<file path="src/hdl/smat_pkg.sv">
// ----------------------------------------------------------------------------
// smat_pkg
// Shared widths, register codes and types for the scaled moving average
// threshold block.
// ----------------------------------------------------------------------------
package smat_pkg;

    localparam int DEPTH      = 10;
    localparam int SLOT_W     = $clog2(DEPTH);
    localparam int DEPTH_LOG  = $clog2(DEPTH);

    localparam int SAMPLE_W   = 16;
    localparam int PROD_W     = 32;                 // sample * gain fits in 32 signed
    localparam int BIAS_W     = PROD_W + 1;         // after the offset add
    localparam int DELTA_W    = SAMPLE_W + 1;       // new entry minus old entry
    localparam int SUM_W      = SAMPLE_W + DEPTH_LOG;

    // divide by DEPTH as multiply by ceil(2^DIV_SHIFT / DEPTH), exact for |sum| < 2^SUM_W
    localparam int DIV_SHIFT  = SUM_W + DEPTH_LOG;
    localparam int RECIP_W    = SUM_W + 2;
    localparam longint unsigned RECIP = ((64'd1 << DIV_SHIFT) + DEPTH - 1) / DEPTH;
    localparam int DPROD_W    = SUM_W + RECIP_W;
    localparam int Q_W        = SAMPLE_W + 1;

    localparam logic signed [BIAS_W-1:0] SAT_HI = BIAS_W'(32767);
    localparam logic signed [BIAS_W-1:0] SAT_LO = BIAS_W'(-32768);

    localparam int CFG_IDX_W  = 3;
    localparam int CFG_DATA_W = 16;

    localparam logic [CFG_IDX_W-1:0] REG_GAIN       = 3'd0;
    localparam logic [CFG_IDX_W-1:0] REG_GAIN_SHIFT = 3'd1;
    localparam logic [CFG_IDX_W-1:0] REG_OFFSET     = 3'd2;
    localparam logic [CFG_IDX_W-1:0] REG_MIN_THR    = 3'd3;
    localparam logic [CFG_IDX_W-1:0] REG_MAX_THR    = 3'd4;
    localparam logic [CFG_IDX_W-1:0] REG_MIN_EN     = 3'd5;
    localparam logic [CFG_IDX_W-1:0] REG_MAX_EN     = 3'd6;

    localparam logic [15:0] GAIN_RST       = 16'd32768;
    localparam logic [4:0]  GAIN_SHIFT_RST = 5'd15;

    typedef struct packed {
        logic [15:0]        gain;
        logic [4:0]         gain_shift;
        logic signed [15:0] offset;
        logic signed [15:0] min_threshold;
        logic signed [15:0] max_threshold;
        logic               min_enable;
        logic               max_enable;
    } t_cfg;

endpackage

</file>
<file path="src/hdl/smat_if.sv">
// ----------------------------------------------------------------------------
// smat_if
// Valid/ready channels of the block: sample in, result out, register writes.
// ----------------------------------------------------------------------------
interface smat_in_if;
    logic               valid;
    logic               ready;
    logic signed [15:0] sample;

    modport source (output valid, output sample, input ready);
    modport sink   (input valid, input sample, output ready);
endinterface

interface smat_out_if;
    logic               valid;
    logic               ready;
    logic signed [15:0] average;
    logic               fell_below;
    logic               rose_above;

    modport source (output valid, output average, output fell_below, output rose_above,
                    input ready);
    modport sink   (input valid, input average, input fell_below, input rose_above,
                    output ready);
endinterface

interface smat_cfg_if;
    logic        valid;
    logic        ready;
    logic [2:0]  index;
    logic [15:0] data;

    modport source (output valid, output index, output data, input ready);
    modport sink   (input valid, input index, input data, output ready);
endinterface

</file>
<file path="src/hdl/scaled_moving_average_threshold_top.sv">
// ----------------------------------------------------------------------------
// scaled_moving_average_threshold_top
// Scales each sample, keeps a moving average over the last DEPTH values and
// flags threshold crossings.
// ----------------------------------------------------------------------------
// Each sample is multiplied by gain, shifted right arithmetically by
// gain_shift, offset and saturated to 16 bits, then replaces the oldest of
// DEPTH entries in a ring memory (entries read as zero until first written).
// One result leaves per sample: the window average truncated toward zero and
// the fell_below / rose_above crossing flags against the previous average.
// The block takes one sample per clock while the output is not stalled; a
// result passes through the pipeline multiply, ring read-modify-write, sum,
// reciprocal divide and output register. Ring reads are issued at the input
// transfer and written back one stage later, so successive samples never
// touch the same entry in flight. Register writes are taken every cycle and
// must only be issued while no result is pending.
// ----------------------------------------------------------------------------
module scaled_moving_average_threshold_top (
    input  logic       i_clk,
    input  logic       i_rst_n,
    smat_cfg_if.sink   i_cfg,
    smat_in_if.sink    i_in,
    smat_out_if.source o_out
);
    import smat_pkg::*;

    t_cfg                      w_cfg;
    logic                      w_ring_valid;
    logic signed [DELTA_W-1:0] w_ring_delta;
    logic                      w_avg_ready;

    smat_cfg u_cfg (
        .i_clk   (i_clk),
        .i_rst_n (i_rst_n),
        .i_cfg   (i_cfg),
        .o_cfg   (w_cfg)
    );

    smat_ring u_ring (
        .i_clk   (i_clk),
        .i_rst_n (i_rst_n),
        .i_in    (i_in),
        .i_cfg   (w_cfg),
        .o_valid (w_ring_valid),
        .o_delta (w_ring_delta),
        .i_ready (w_avg_ready)
    );

    smat_avg u_avg (
        .i_clk   (i_clk),
        .i_rst_n (i_rst_n),
        .i_cfg   (w_cfg),
        .i_valid (w_ring_valid),
        .i_delta (w_ring_delta),
        .o_ready (w_avg_ready),
        .o_out   (o_out)
    );

endmodule

</file>
<file path="src/hdl/smat_cfg.sv">
// ----------------------------------------------------------------------------
// smat_cfg
// Configuration register file; at most one register written per transfer.
// ----------------------------------------------------------------------------
module smat_cfg (
    input  logic          i_clk,
    input  logic          i_rst_n,
    smat_cfg_if.sink      i_cfg,
    output smat_pkg::t_cfg o_cfg
);
    import smat_pkg::*;

    t_cfg r_cfg;

    assign i_cfg.ready = 1'b1;
    assign o_cfg       = r_cfg;

    always_ff @(posedge i_clk) begin
        if (!i_rst_n) begin
            r_cfg.gain          <= GAIN_RST;
            r_cfg.gain_shift    <= GAIN_SHIFT_RST;
            r_cfg.offset        <= '0;
            r_cfg.min_threshold <= '0;
            r_cfg.max_threshold <= '0;
            r_cfg.min_enable    <= 1'b0;
            r_cfg.max_enable    <= 1'b0;
        end else if (i_cfg.valid) begin
            case (i_cfg.index)
                REG_GAIN:       r_cfg.gain          <= i_cfg.data;
                REG_GAIN_SHIFT: r_cfg.gain_shift    <= i_cfg.data[4:0];
                REG_OFFSET:     r_cfg.offset        <= $signed(i_cfg.data);
                REG_MIN_THR:    r_cfg.min_threshold <= $signed(i_cfg.data);
                REG_MAX_THR:    r_cfg.max_threshold <= $signed(i_cfg.data);
                REG_MIN_EN:     r_cfg.min_enable    <= i_cfg.data[0];
                REG_MAX_EN:     r_cfg.max_enable    <= i_cfg.data[0];
                default: begin
                end
            endcase
        end
    end

endmodule

</file>
<file path="src/hdl/smat_ring.sv">
// ----------------------------------------------------------------------------
// smat_ring
// Gain multiply, shift/offset/saturate, and the sample ring memory. Emits the
// change to the window sum (new entry minus the entry it replaces).
// ----------------------------------------------------------------------------
module smat_ring (
    input  logic                                  i_clk,
    input  logic                                  i_rst_n,
    smat_in_if.sink                               i_in,
    input  smat_pkg::t_cfg                        i_cfg,
    output logic                                  o_valid,
    output logic signed [smat_pkg::DELTA_W-1:0]   o_delta,
    input  logic                                  i_ready
);
    import smat_pkg::*;

    logic [SAMPLE_W-1:0]         r_mem [DEPTH];
    logic [DEPTH-1:0]            r_vld;         // entry written since reset
    logic [SLOT_W-1:0]           r_slot;
    logic                        r_a_vld;
    logic [SLOT_W-1:0]           r_a_slot;
    logic signed [PROD_W-1:0]    r_a_prod;
    logic [SAMPLE_W-1:0]         r_rd_data;
    logic                        r_rd_vld;
    logic                        r_b_vld;
    logic signed [DELTA_W-1:0]   r_b_delta;

    logic                        w_acc;
    logic                        w_a_adv;
    logic                        w_b_free;
    logic signed [2*Q_W-1:0]     w_prod;
    logic signed [PROD_W-1:0]    w_shift;
    logic signed [BIAS_W-1:0]    w_biased;
    logic signed [SAMPLE_W-1:0]  w_scaled;
    logic signed [SAMPLE_W-1:0]  w_old;
    logic signed [DELTA_W-1:0]   w_delta;

    assign w_b_free    = !r_b_vld || i_ready;
    assign w_a_adv     = r_a_vld && w_b_free;
    assign i_in.ready  = !r_a_vld || w_b_free;
    assign w_acc       = i_in.valid && i_in.ready;

    assign w_prod   = $signed({i_in.sample[SAMPLE_W-1], i_in.sample}) *
                      $signed({1'b0, i_cfg.gain});
    assign w_shift  = r_a_prod >>> i_cfg.gain_shift;
    assign w_biased = $signed({w_shift[PROD_W-1], w_shift}) +
                      $signed({{(BIAS_W-SAMPLE_W){i_cfg.offset[SAMPLE_W-1]}}, i_cfg.offset});

    always_comb begin
        if (w_biased > SAT_HI) begin
            w_scaled = SAT_HI[SAMPLE_W-1:0];
        end else if (w_biased < SAT_LO) begin
            w_scaled = SAT_LO[SAMPLE_W-1:0];
        end else begin
            w_scaled = w_biased[SAMPLE_W-1:0];
        end
    end

    // unwritten entries count as zero
    assign w_old   = r_rd_vld ? $signed(r_rd_data) : '0;
    assign w_delta = $signed({w_scaled[SAMPLE_W-1], w_scaled}) -
                     $signed({w_old[SAMPLE_W-1], w_old});

    assign o_valid = r_b_vld;
    assign o_delta = r_b_delta;

    always_ff @(posedge i_clk) begin
        if (!i_rst_n) begin
            r_slot  <= '0;
            r_a_vld <= 1'b0;
            r_b_vld <= 1'b0;
            r_vld   <= '0;
        end else begin
            if (w_acc) begin
                r_slot <= (r_slot == SLOT_W'(DEPTH - 1)) ? '0 : r_slot + 1'b1;
            end
            if (i_in.ready) begin
                r_a_vld <= i_in.valid;
            end
            if (w_b_free) begin
                r_b_vld <= w_a_adv;
            end
            if (w_a_adv) begin
                r_vld[r_a_slot] <= 1'b1;
            end
        end
    end

    // ring read at accept, write-back as the item leaves stage A
    always_ff @(posedge i_clk) begin
        if (w_acc) begin
            r_rd_data <= r_mem[r_slot];
        end
        if (w_a_adv) begin
            r_mem[r_a_slot] <= w_scaled;
        end
    end

    always_ff @(posedge i_clk) begin
        if (w_acc) begin
            r_a_prod <= $signed(w_prod[PROD_W-1:0]);
            r_a_slot <= r_slot;
            r_rd_vld <= r_vld[r_slot];
        end
        if (w_a_adv) begin
            r_b_delta <= w_delta;
        end
    end

`ifndef SYNTHESIS
    a_slot_range: assert property (@(posedge i_clk) disable iff (!i_rst_n)
        r_slot <= SLOT_W'(DEPTH - 1))
        else $error("ring slot out of range");

    // a read never targets the entry whose write-back is still pending
    a_no_raw: assert property (@(posedge i_clk) disable iff (!i_rst_n)
        (w_acc && r_a_vld) |-> (r_a_slot != r_slot))
        else $error("ring read overlaps pending write");

    a_fill: assert property (@(posedge i_clk) disable iff (!i_rst_n)
        w_acc |=> r_a_vld)
        else $error("accepted sample lost at stage A");
`endif

endmodule

</file>
<file path="src/hdl/smat_avg.sv">
// ----------------------------------------------------------------------------
// smat_avg
// Running window sum, divide by DEPTH toward zero, threshold crossing events
// and the output register.
// ----------------------------------------------------------------------------
module smat_avg (
    input  logic                                  i_clk,
    input  logic                                  i_rst_n,
    input  smat_pkg::t_cfg                        i_cfg,
    input  logic                                  i_valid,
    input  logic signed [smat_pkg::DELTA_W-1:0]   i_delta,
    output logic                                  o_ready,
    smat_out_if.source                            o_out
);
    import smat_pkg::*;

    logic signed [SUM_W-1:0]     r_sum;
    logic                        r_c_vld;
    logic signed [SUM_W-1:0]     r_c_sum;
    logic                        r_d_vld;
    logic [Q_W-1:0]              r_d_q;
    logic                        r_d_neg;
    logic                        r_e_vld;
    logic signed [SAMPLE_W-1:0]  r_e_avg;
    logic                        r_e_fell;
    logic                        r_e_rose;
    logic signed [SAMPLE_W-1:0]  r_prev;

    logic                        w_e_free;
    logic                        w_d_free;
    logic                        w_c_free;
    logic                        w_in_acc;
    logic                        w_d_adv;
    logic signed [SUM_W-1:0]     w_new_sum;
    logic [SUM_W-1:0]            w_mag;
    logic [DPROD_W-1:0]          w_div_prod;
    logic [Q_W-1:0]              w_q_signed;
    logic signed [SAMPLE_W-1:0]  w_avg;
    logic                        w_fell;
    logic                        w_rose;

    assign w_e_free = !r_e_vld || o_out.ready;
    assign w_d_free = !r_d_vld || w_e_free;
    assign w_c_free = !r_c_vld || w_d_free;
    assign o_ready  = w_c_free;
    assign w_in_acc = i_valid && w_c_free;
    assign w_d_adv  = r_d_vld && w_e_free;

    assign w_new_sum = r_sum + SUM_W'(i_delta);

    // magnitude times reciprocal; sign applied after the shift gives truncation toward zero
    assign w_mag      = r_c_sum[SUM_W-1] ? $unsigned(-r_c_sum) : $unsigned(r_c_sum);
    assign w_div_prod = DPROD_W'(w_mag) * DPROD_W'(RECIP);

    assign w_q_signed = r_d_neg ? (~r_d_q + 1'b1) : r_d_q;
    assign w_avg      = $signed(w_q_signed[SAMPLE_W-1:0]);
    assign w_fell     = i_cfg.min_enable && (w_avg < i_cfg.min_threshold) &&
                        (r_prev >= i_cfg.min_threshold);
    assign w_rose     = i_cfg.max_enable && (w_avg > i_cfg.max_threshold) &&
                        (r_prev <= i_cfg.max_threshold);

    assign o_out.valid      = r_e_vld;
    assign o_out.average    = r_e_avg;
    assign o_out.fell_below = r_e_fell;
    assign o_out.rose_above = r_e_rose;

    always_ff @(posedge i_clk) begin
        if (!i_rst_n) begin
            r_sum   <= '0;
            r_prev  <= '0;
            r_c_vld <= 1'b0;
            r_d_vld <= 1'b0;
            r_e_vld <= 1'b0;
        end else begin
            if (w_in_acc) begin
                r_sum <= w_new_sum;
            end
            if (w_d_adv) begin
                r_prev <= w_avg;
            end
            if (w_c_free) begin
                r_c_vld <= i_valid;
            end
            if (w_d_free) begin
                r_d_vld <= r_c_vld;
            end
            if (w_e_free) begin
                r_e_vld <= r_d_vld;
            end
        end
    end

    always_ff @(posedge i_clk) begin
        if (w_in_acc) begin
            r_c_sum <= w_new_sum;
        end
        if (r_c_vld && w_d_free) begin
            r_d_q   <= w_div_prod[DIV_SHIFT +: Q_W];
            r_d_neg <= r_c_sum[SUM_W-1];
        end
        if (w_d_adv) begin
            r_e_avg  <= w_avg;
            r_e_fell <= w_fell;
            r_e_rose <= w_rose;
        end
    end

`ifndef SYNTHESIS
    // previous average cannot be both >= min and <= max when min > max
    a_one_event: assert property (@(posedge i_clk) disable iff (!i_rst_n)
        !(r_e_vld && r_e_fell && r_e_rose))
        else $error("both crossing events on one result");

    a_rose_en: assert property (@(posedge i_clk) disable iff (!i_rst_n)
        (r_e_vld && r_e_rose) |-> i_cfg.max_enable)
        else $error("rise event while disabled");

    a_take: assert property (@(posedge i_clk) disable iff (!i_rst_n)
        w_in_acc |=> r_c_vld)
        else $error("sum stage dropped a transfer");
`endif

endmodule

</file>
<file path="src/flat_wrapper.sv">
// flat-port wrapper written by rule: the top's interface ports become plain ports
module scaled_moving_average_threshold_top_flat import smat_pkg::*;
  (i_clk, i_rst_n, i_cfg_valid, i_cfg_index, i_cfg_data, i_cfg_ready, i_in_valid, i_in_sample, i_in_ready, o_out_valid, o_out_average, o_out_fell_below, o_out_rose_above, o_out_ready);
  smat_cfg_if i_cfg_i ();
  smat_in_if i_in_i ();
  smat_out_if o_out_i ();
  input  logic i_clk;
  input  logic i_rst_n;
  input wire logic [$bits(i_cfg_i.valid)-1:0] i_cfg_valid;
  input wire logic [$bits(i_cfg_i.index)-1:0] i_cfg_index;
  input wire logic [$bits(i_cfg_i.data)-1:0] i_cfg_data;
  output wire logic [$bits(i_cfg_i.ready)-1:0] i_cfg_ready;
  input wire logic [$bits(i_in_i.valid)-1:0] i_in_valid;
  input wire logic [$bits(i_in_i.sample)-1:0] i_in_sample;
  output wire logic [$bits(i_in_i.ready)-1:0] i_in_ready;
  output wire logic [$bits(o_out_i.valid)-1:0] o_out_valid;
  output wire logic [$bits(o_out_i.average)-1:0] o_out_average;
  output wire logic [$bits(o_out_i.fell_below)-1:0] o_out_fell_below;
  output wire logic [$bits(o_out_i.rose_above)-1:0] o_out_rose_above;
  input wire logic [$bits(o_out_i.ready)-1:0] o_out_ready;
  assign i_cfg_i.valid = i_cfg_valid;
  assign i_cfg_i.index = i_cfg_index;
  assign i_cfg_i.data = i_cfg_data;
  assign i_cfg_ready = i_cfg_i.ready;
  assign i_in_i.valid = i_in_valid;
  assign i_in_i.sample = i_in_sample;
  assign i_in_ready = i_in_i.ready;
  assign o_out_valid = o_out_i.valid;
  assign o_out_average = o_out_i.average;
  assign o_out_fell_below = o_out_i.fell_below;
  assign o_out_rose_above = o_out_i.rose_above;
  assign o_out_i.ready = o_out_ready;
  scaled_moving_average_threshold_top u_core (.i_clk(i_clk), .i_rst_n(i_rst_n), .i_cfg(i_cfg_i), .i_in(i_in_i), .o_out(o_out_i));
endmodule
</file>
<file path="config.mk">
export PLATFORM = sky130hd
export DESIGN_NAME = scaled_moving_average_threshold_top_flat
export DESIGN_NICKNAME = d
export VERILOG_FILES = /design/src/hdl/smat_pkg.sv /design/src/hdl/smat_if.sv /design/src/hdl/scaled_moving_average_threshold_top.sv /design/src/hdl/smat_cfg.sv /design/src/hdl/smat_ring.sv /design/src/hdl/smat_avg.sv /design/src/flat_wrapper.sv
export SDC_FILE = /design/constraint.sdc
export NUM_CORES = 2
export LEC_CHECK = 0
export ABC_AREA = 1
export BUFFER_PORTS_ARGS = -buffer_cell sky130_fd_sc_hd__buf_2
export CORE_UTILIZATION = 35
export DETAILED_ROUTE_END_ITERATION = 6
export HOLD_SLACK_MARGIN = 0.05
export PLACE_DENSITY = 0.47
export SYNTH_ARGS = -nofsm -noshare
export SYNTH_HDL_FRONTEND = slang
export SYNTH_SLANG_ARGS = --single-unit
export TNS_END_PERCENT = 10
</file>
<file path="constraint.sdc">
create_clock -name i_clk -period 7.2 [get_ports i_clk]
set_clock_uncertainty 0.05 [all_clocks]
set_input_delay 1.08 -clock i_clk [delete_from_list [all_inputs] [get_ports i_clk]]
set_output_delay 1.08 -clock i_clk [all_outputs]
set_load 0.02 [all_outputs]
</file>
## After elaboration in Yosys (flattened, before gate mapping)

Memories as Yosys holds them, arrays and structs flattened. A register that Yosys moved wholly into a read port is not among the register bits.
Cells that the tools add are included.

- Input bits: 40
- Word-level logic and storage cells: 94
- Memories: 1
- Output and inout bits: 21
- Bits in registers: 235
- RAM bits: 160

Memory list:

| memory | words | bits a word | read ports | clocked after Yosys merged registers in | wr ports | RTL line | RTL |
|---|---|---|---|---|---|---|---|
| u_core.u_ring.r_mem | 10 | 16 | 1 | 1 | 1 | smat_ring.sv:17 | `logic [SAMPLE_W-1:0] r_mem [DEPTH];` |

- Muxes and demuxes: 12
- Bitwise gates (word level): 2
- Multipliers: 2
- Eq/ne operators: 7
- Shift-type cells: 1
- Reductions and logical operators: 28
- $add $sub $neg: 6
- $lt $le $gt $ge: 9

Operators with widths:

| cell | count |
|---|---|
| two-way mux 16 bit | 4 |
| multiplier 20 x 20 -> 39 bit, second input constant | 1 |
| adder 32 x 16 -> 33 bit | 1 |
| > comparator 33 x 16 -> 1 bit, second input constant | 1 |
| < comparator 33 x 16 -> 1 bit, second input constant | 1 |
| multiplier 16 x 17 -> 32 bit | 1 |
| >>> shifter 32 x 5 -> 32 bit | 1 |
| adder 20 x 17 -> 20 bit | 1 |
| two-way mux 20 bit | 1 |
| negation 20 bit | 1 |
| subtractor 16 x 16 -> 17 bit | 1 |
| adder 16 x 1 -> 16 bit, second input constant | 1 |
| >= comparator 16 bit | 1 |
| > comparator 16 bit | 1 |
| <= comparator 16 bit | 1 |
| < comparator 16 bit | 1 |
| inverter 16 bit | 1 |
| AND reduction 2 bit | 7 |
| logical AND 1 bit | 10 |
| < comparator 4 x 5 -> 1 bit, second input constant | 2 |
| bitwise OR 10 bit | 1 |
| == test 3 bit, second input constant | 3 |
| == test 3 x 2 -> 1 bit, second input constant | 2 |
| zero test 1 bit | 5 |
| 10 further kinds | 17 |

## Depth between registers and ports, before layout

- Depth in word-level cells: 8
- Mapped depth: 43
- Gate-level depth less buffers: 41

## Modules after synthesis

Synthesis repeated with hierarchy kept, for this count alone.

- Cells, all modules: 5063
- Area, all modules: 40339.9 µm²

Modules (own cells, without submodules):

| module | cells each | times used | area each (µm²) | sequential area each (µm²) |
|---|---|---|---|---|
| smat_ring | 2787 | 1 | 22795.6 | 7226.9 |
| smat_avg | 1861 | 1 | 14657.8 | 2432.3 |
| smat_cfg | 415 | 1 | 2886.5 | 1421.4 |

## Least setup slack after synthesis

OpenSTA, ideal clock, no wires.

- Path type: register to register
- From: register u_core.u_avg.r_c_sum[0]
- To: register u_core.u_avg.r_d_q[12] (data pin)
- Setup time: 0.252 ns
- Stages on the path, launching flop included: 28
- Clock period less this slack: 6.665 ns
- Slack: 0.535 ns
- Arrival: 6.362 ns
- Data required time: 6.898 ns
- Path through: edfxtp_1 > inv_1 > nand4_1 > nor3_1 > nand3_1 > nor4_1 > ha_1 > inv_1 > fa_1 > inv_1 > ha_1 > inv_1 > fa_1 > fa_1 > inv_1 > fa_1 > ha_1 > ha_1 > a21oi_1 > inv_1 > a31oi_1 > o21ai_0 > a31oi_1 > o21ai_0 > nand2_1 > nand2_1 > nand2_1 > nand2_1

- Longest elaborated chain between the ends: 3

RTL lines:

| element | RTL line | RTL |
|---|---|---|
| from (decl) | smat_avg.sv:19 | `logic signed [SUM_W-1:0] r_c_sum;` |
| from (signal assigned) | smat_avg.sv:95 | `r_c_sum <= w_new_sum;` |
| negation 20 bit | smat_avg.sv:52 | `assign w_mag = r_c_sum[SUM_W-1] ? $unsigned(-r_c_sum) : $unsigned(r_c_sum);` |
| two-way mux 20 bit (*) | smat_avg.sv:52 |  |
| multiplier 20 x 20 -> 39 bit (*) | smat_avg.sv:53 | `assign w_div_prod = DPROD_W'(w_mag) * DPROD_W'(RECIP);` |
| net u_core.u_avg.w_div_prod[36] | smat_avg.sv:36 | `logic [DPROD_W-1:0] w_div_prod;` |
| to (signal assigned) | smat_avg.sv:98 | `r_d_q <= w_div_prod[DIV_SHIFT +: Q_W];` |
| to (decl) | smat_avg.sv:21 | `logic [Q_W-1:0] r_d_q;` |

Mark *: on every way through the listed nets, which the timed path passes. The rest lies on a longest branch.
A chain may end at the register's enable or synchronous reset.

## Worst setup path in the final report

- From: register u_core.u_avg.r_c_sum[1]
- To: register u_core.u_avg.r_d_q[13] (data pin)

The elaborated chain is that of the path after synthesis.

==> results.toml <==
[status]
status = "finished, violations left"
violations = "design-rule violations"

[cts]
insertion_delay_ps = 630
cts_buffers = 47
root_buffer = "clkbuf_16"
cts_tree = "yes"
htree_levels = 2
clk_path_buf_depth = 3
ctsHoldBuffers = 0
numClockSinks = 411
clk_pin_slew_ps = 60

[synth]
synth_edf_count = 285
seq_area_frac_synth_pct = 28.6
syn_nets = 5425
synth_cell_types = 52
yosys_warnings = 0
syn_area_per_cell_sq_um = 8.40
syn-instance-count = 4607
ys_top_cells_by_area = "edfxtp_1 (22%), fa_1 (17%), ha_1 (14%)"
yosys_most_used_dff = "edfxtp_1"
syn_area_sq_um = 38700
async_flop_share_pct = 0
ys_seq_elements = 411
synth_largest_area_cell = "edfxtp_1"
netlist.area_leader.share_pct = 22.1

[detailed_routing]
final_antenna_net_count = 0
drtPass1Iterations = 7
wire_per_inst_um = 17.5
num_vias = 29900
routed_via_density = 4.84
finalWirelength_um = 108000
first_iter_violations = 1799
drc = 5

[setup_path]
critPathKind = "reg -> reg"
cp-start-kind = "flip-flop"
end_kind = "flip-flop"
cp.arrival_ps = 7010
crit_fanout = 4
critical_path_required_ps = 7470
crit_slowest_cell = "fa_1"
crit_path_max_incr_delay_ps = 620

[timing]
fmaxAchievable_ghz = 0.148
hold_slack_ps = 410
period_needed_ps = 6740
finalSetupTns_ps = 0
rsz0062_at_grt = "false"
tightest_slew_ps = 1170
final-hold-violation-count = 0
finalCritPeriodShare_pct = 93.7
drv_slew = 0
slew_headroom_pct = 21.7
setup_viol = 0

[min_path]
hold_class = "reg -> reg"

[global_routing]
gr-total-overflow = 0
grt_max_degree = 59
grt_pass1_wl_um = 170000
grt_pass1_vias = 30100
grt_antenna_before_repair = 1
grt_usage_pct = 19.5

[placement]
portBuffers = 59
gp_congestion = 0.899
dp_hpwl_um = 86300

[floorplan]
die-height_um = 334
boundaryPins = 61
num_rows = 121
die_w_um = 334
initial_core_util_pct = 35.4
die_area_sq_um = 112000
core_sq_um = 109000

[job]
max_cap_violations = 0

[layout]
drive_above_1_share_pct = 6.41
syn_to_final_growth_pct = 10.3
finalNetCount = 5478
==> sequential cells by signal (all words and copies together), names as in the netlist <==
register and flops:
u_core.u_ring.o_delta 17, u_core.u_ring.r_vld 10, u_core.u_avg.r_c_vld 1, u_core.u_cfg.o_cfg 71, u_core.u_ring.r_rd_vld 1, u_core.u_avg.r_sum 20, u_core.u_avg.r_d_neg 1, u_core.u_avg.o_out.fell_below 1
u_core.u_avg.r_d_vld 1, u_core.u_avg.r_d_q 16, u_core.u_avg.o_out.valid 1, u_core.u_ring.r_slot 4, u_core.u_avg.o_out.average 16, u_core.u_ring.r_mem 160, u_core.u_avg.r_c_sum 20, u_core.u_ring.r_rd_data 16
u_core.u_avg.o_out.rose_above 1, u_core.u_ring.o_valid 1, u_core.u_ring.r_a_vld 1, u_core.u_avg.r_prev 16, u_core.u_ring.r_a_slot 4, u_core.u_ring.r_a_prod 32
==> worst max-delay path, delay by kind of cell (launching register included) <==
family          cells  cell delay [ps]
fa+ha+maj           9             3680
simple gates        8              820
compound gates      4              710
buf+inv             6              560
flops               1              370
xor+xnor            1              250
==> placed cells by master (no fill, tap or decap), types with 45 or more instances in the layout <==
cell type | netlist | final
nand3_1 | 112 | 112
edfxtp_1 | 285 | 285
buf_2 | 3 | 59
buf_4 | 1 | 100
inv_1 | 899 | 898
xnor2_1 | 47 | 45
fa_1 | 336 | 336
ha_1 | 442 | 437
o21ai_0 | 345 | 339
clkbuf_16 | 0 | 47
nor2_1 | 358 | 344
xor2_1 | 79 | 77
a21oi_1 | 208 | 206
dfxtp_1 | 126 | 125
nand2_1 | 901 | 900
==> per-stage QoR <==
| stage | instances | setup WS (ps) | area [sq um] | utilization (%) |
|---|---|---|---|---|
| finish | 6176 | 456 | 42700 | 39.1 |
| global placement | 6086 | 162 | 41000 | 37.6 |
| detailed placement | 6086 | 264 | 41000 | 37.6 |
| floorplan | 4607 | 535 | 38700 | - |
| CTS | 6174 | 209 | 42500 | 38.9 |
| global route | 6175 | 10.9 | 42600 | 39.1 |
==> Yosys cell counts, types with 19 or more instances <==
cell type / instances
nand3_1: 112
nor3_1: 35
xor2_1: 79
xnor2_1: 47
inv_1: 899
nand4_1: 32
nand2_1: 901
o21ai_0: 345
ha_1: 442
clkbuf_1: 145
nor2_1: 358
o21a_1: 19
a21o_1: 20
a21oi_1: 208
a221oi_1: 25
a31oi_1: 24
dfxtp_1: 126
edfxtp_1: 285
o211ai_1: 22
fa_1: 336
==> final timing paths <==
kind	startpoint	slack (ps)	to	depth (start not counted)
max	u_core.u_avg.r_c_sum[1]	460	u_core.u_avg.r_d_q[13]	28
min reg2reg	u_core.u_ring.r_vld[4]	410	u_core.u_ring.r_vld[4]	1
max reg2reg	u_core.u_avg.r_c_sum[1]	460	u_core.u_avg.r_d_q[13]	28
min	u_core.u_ring.r_vld[4]	410	u_core.u_ring.r_vld[4]	1
==> timing repair <==
| action | in CTS | in global routing |
|---|---|---|
| gates resized for setup | 0 | 36 |
| endpoints found under the setup margin | 0 | 18 |
| buffers inserted | 0 | 1 |
==> cells by family after synthesis <==
| kind of cell | Yosys count | synth area share (%) |
|---|---|---|
| simple gates | 1493 | 15.6 |
| buf+inv | 1066 | 10.4 |
| fa+ha+maj | 778 | 31.7 |
| compound gates | 719 | 10.4 |
| flops | 411 | 28.6 |
| xor+xnor | 126 | 2.85 |
| mux | 13 | 0.336 |
| other cells | 1 | 0.00970 |
==> area by class of cell <==
cell class	instances	area (sq um)
clock buffers	69	1290
clock inverters	19	191
inverters	910	3420
well taps	1476	1850
repair buffers	160	1060
flip-flops and latches	411	11100
diodes	1	2.50
multi-input cells	3130	23800
fillers	11200	66500
==> routing by layer <==
layer	global-route usage [%]	part of all wire, %	vias up
met2	31.9	45	586
met5	0	0	-
met3	2.44	4.4	89
met4	3.85	1.6	0
li1	-	-	14800
met1	27.6	48	14400
Power is not shown: default switching activity piles up to over one toggle a cycle in this logic, so the estimate is an artifact.
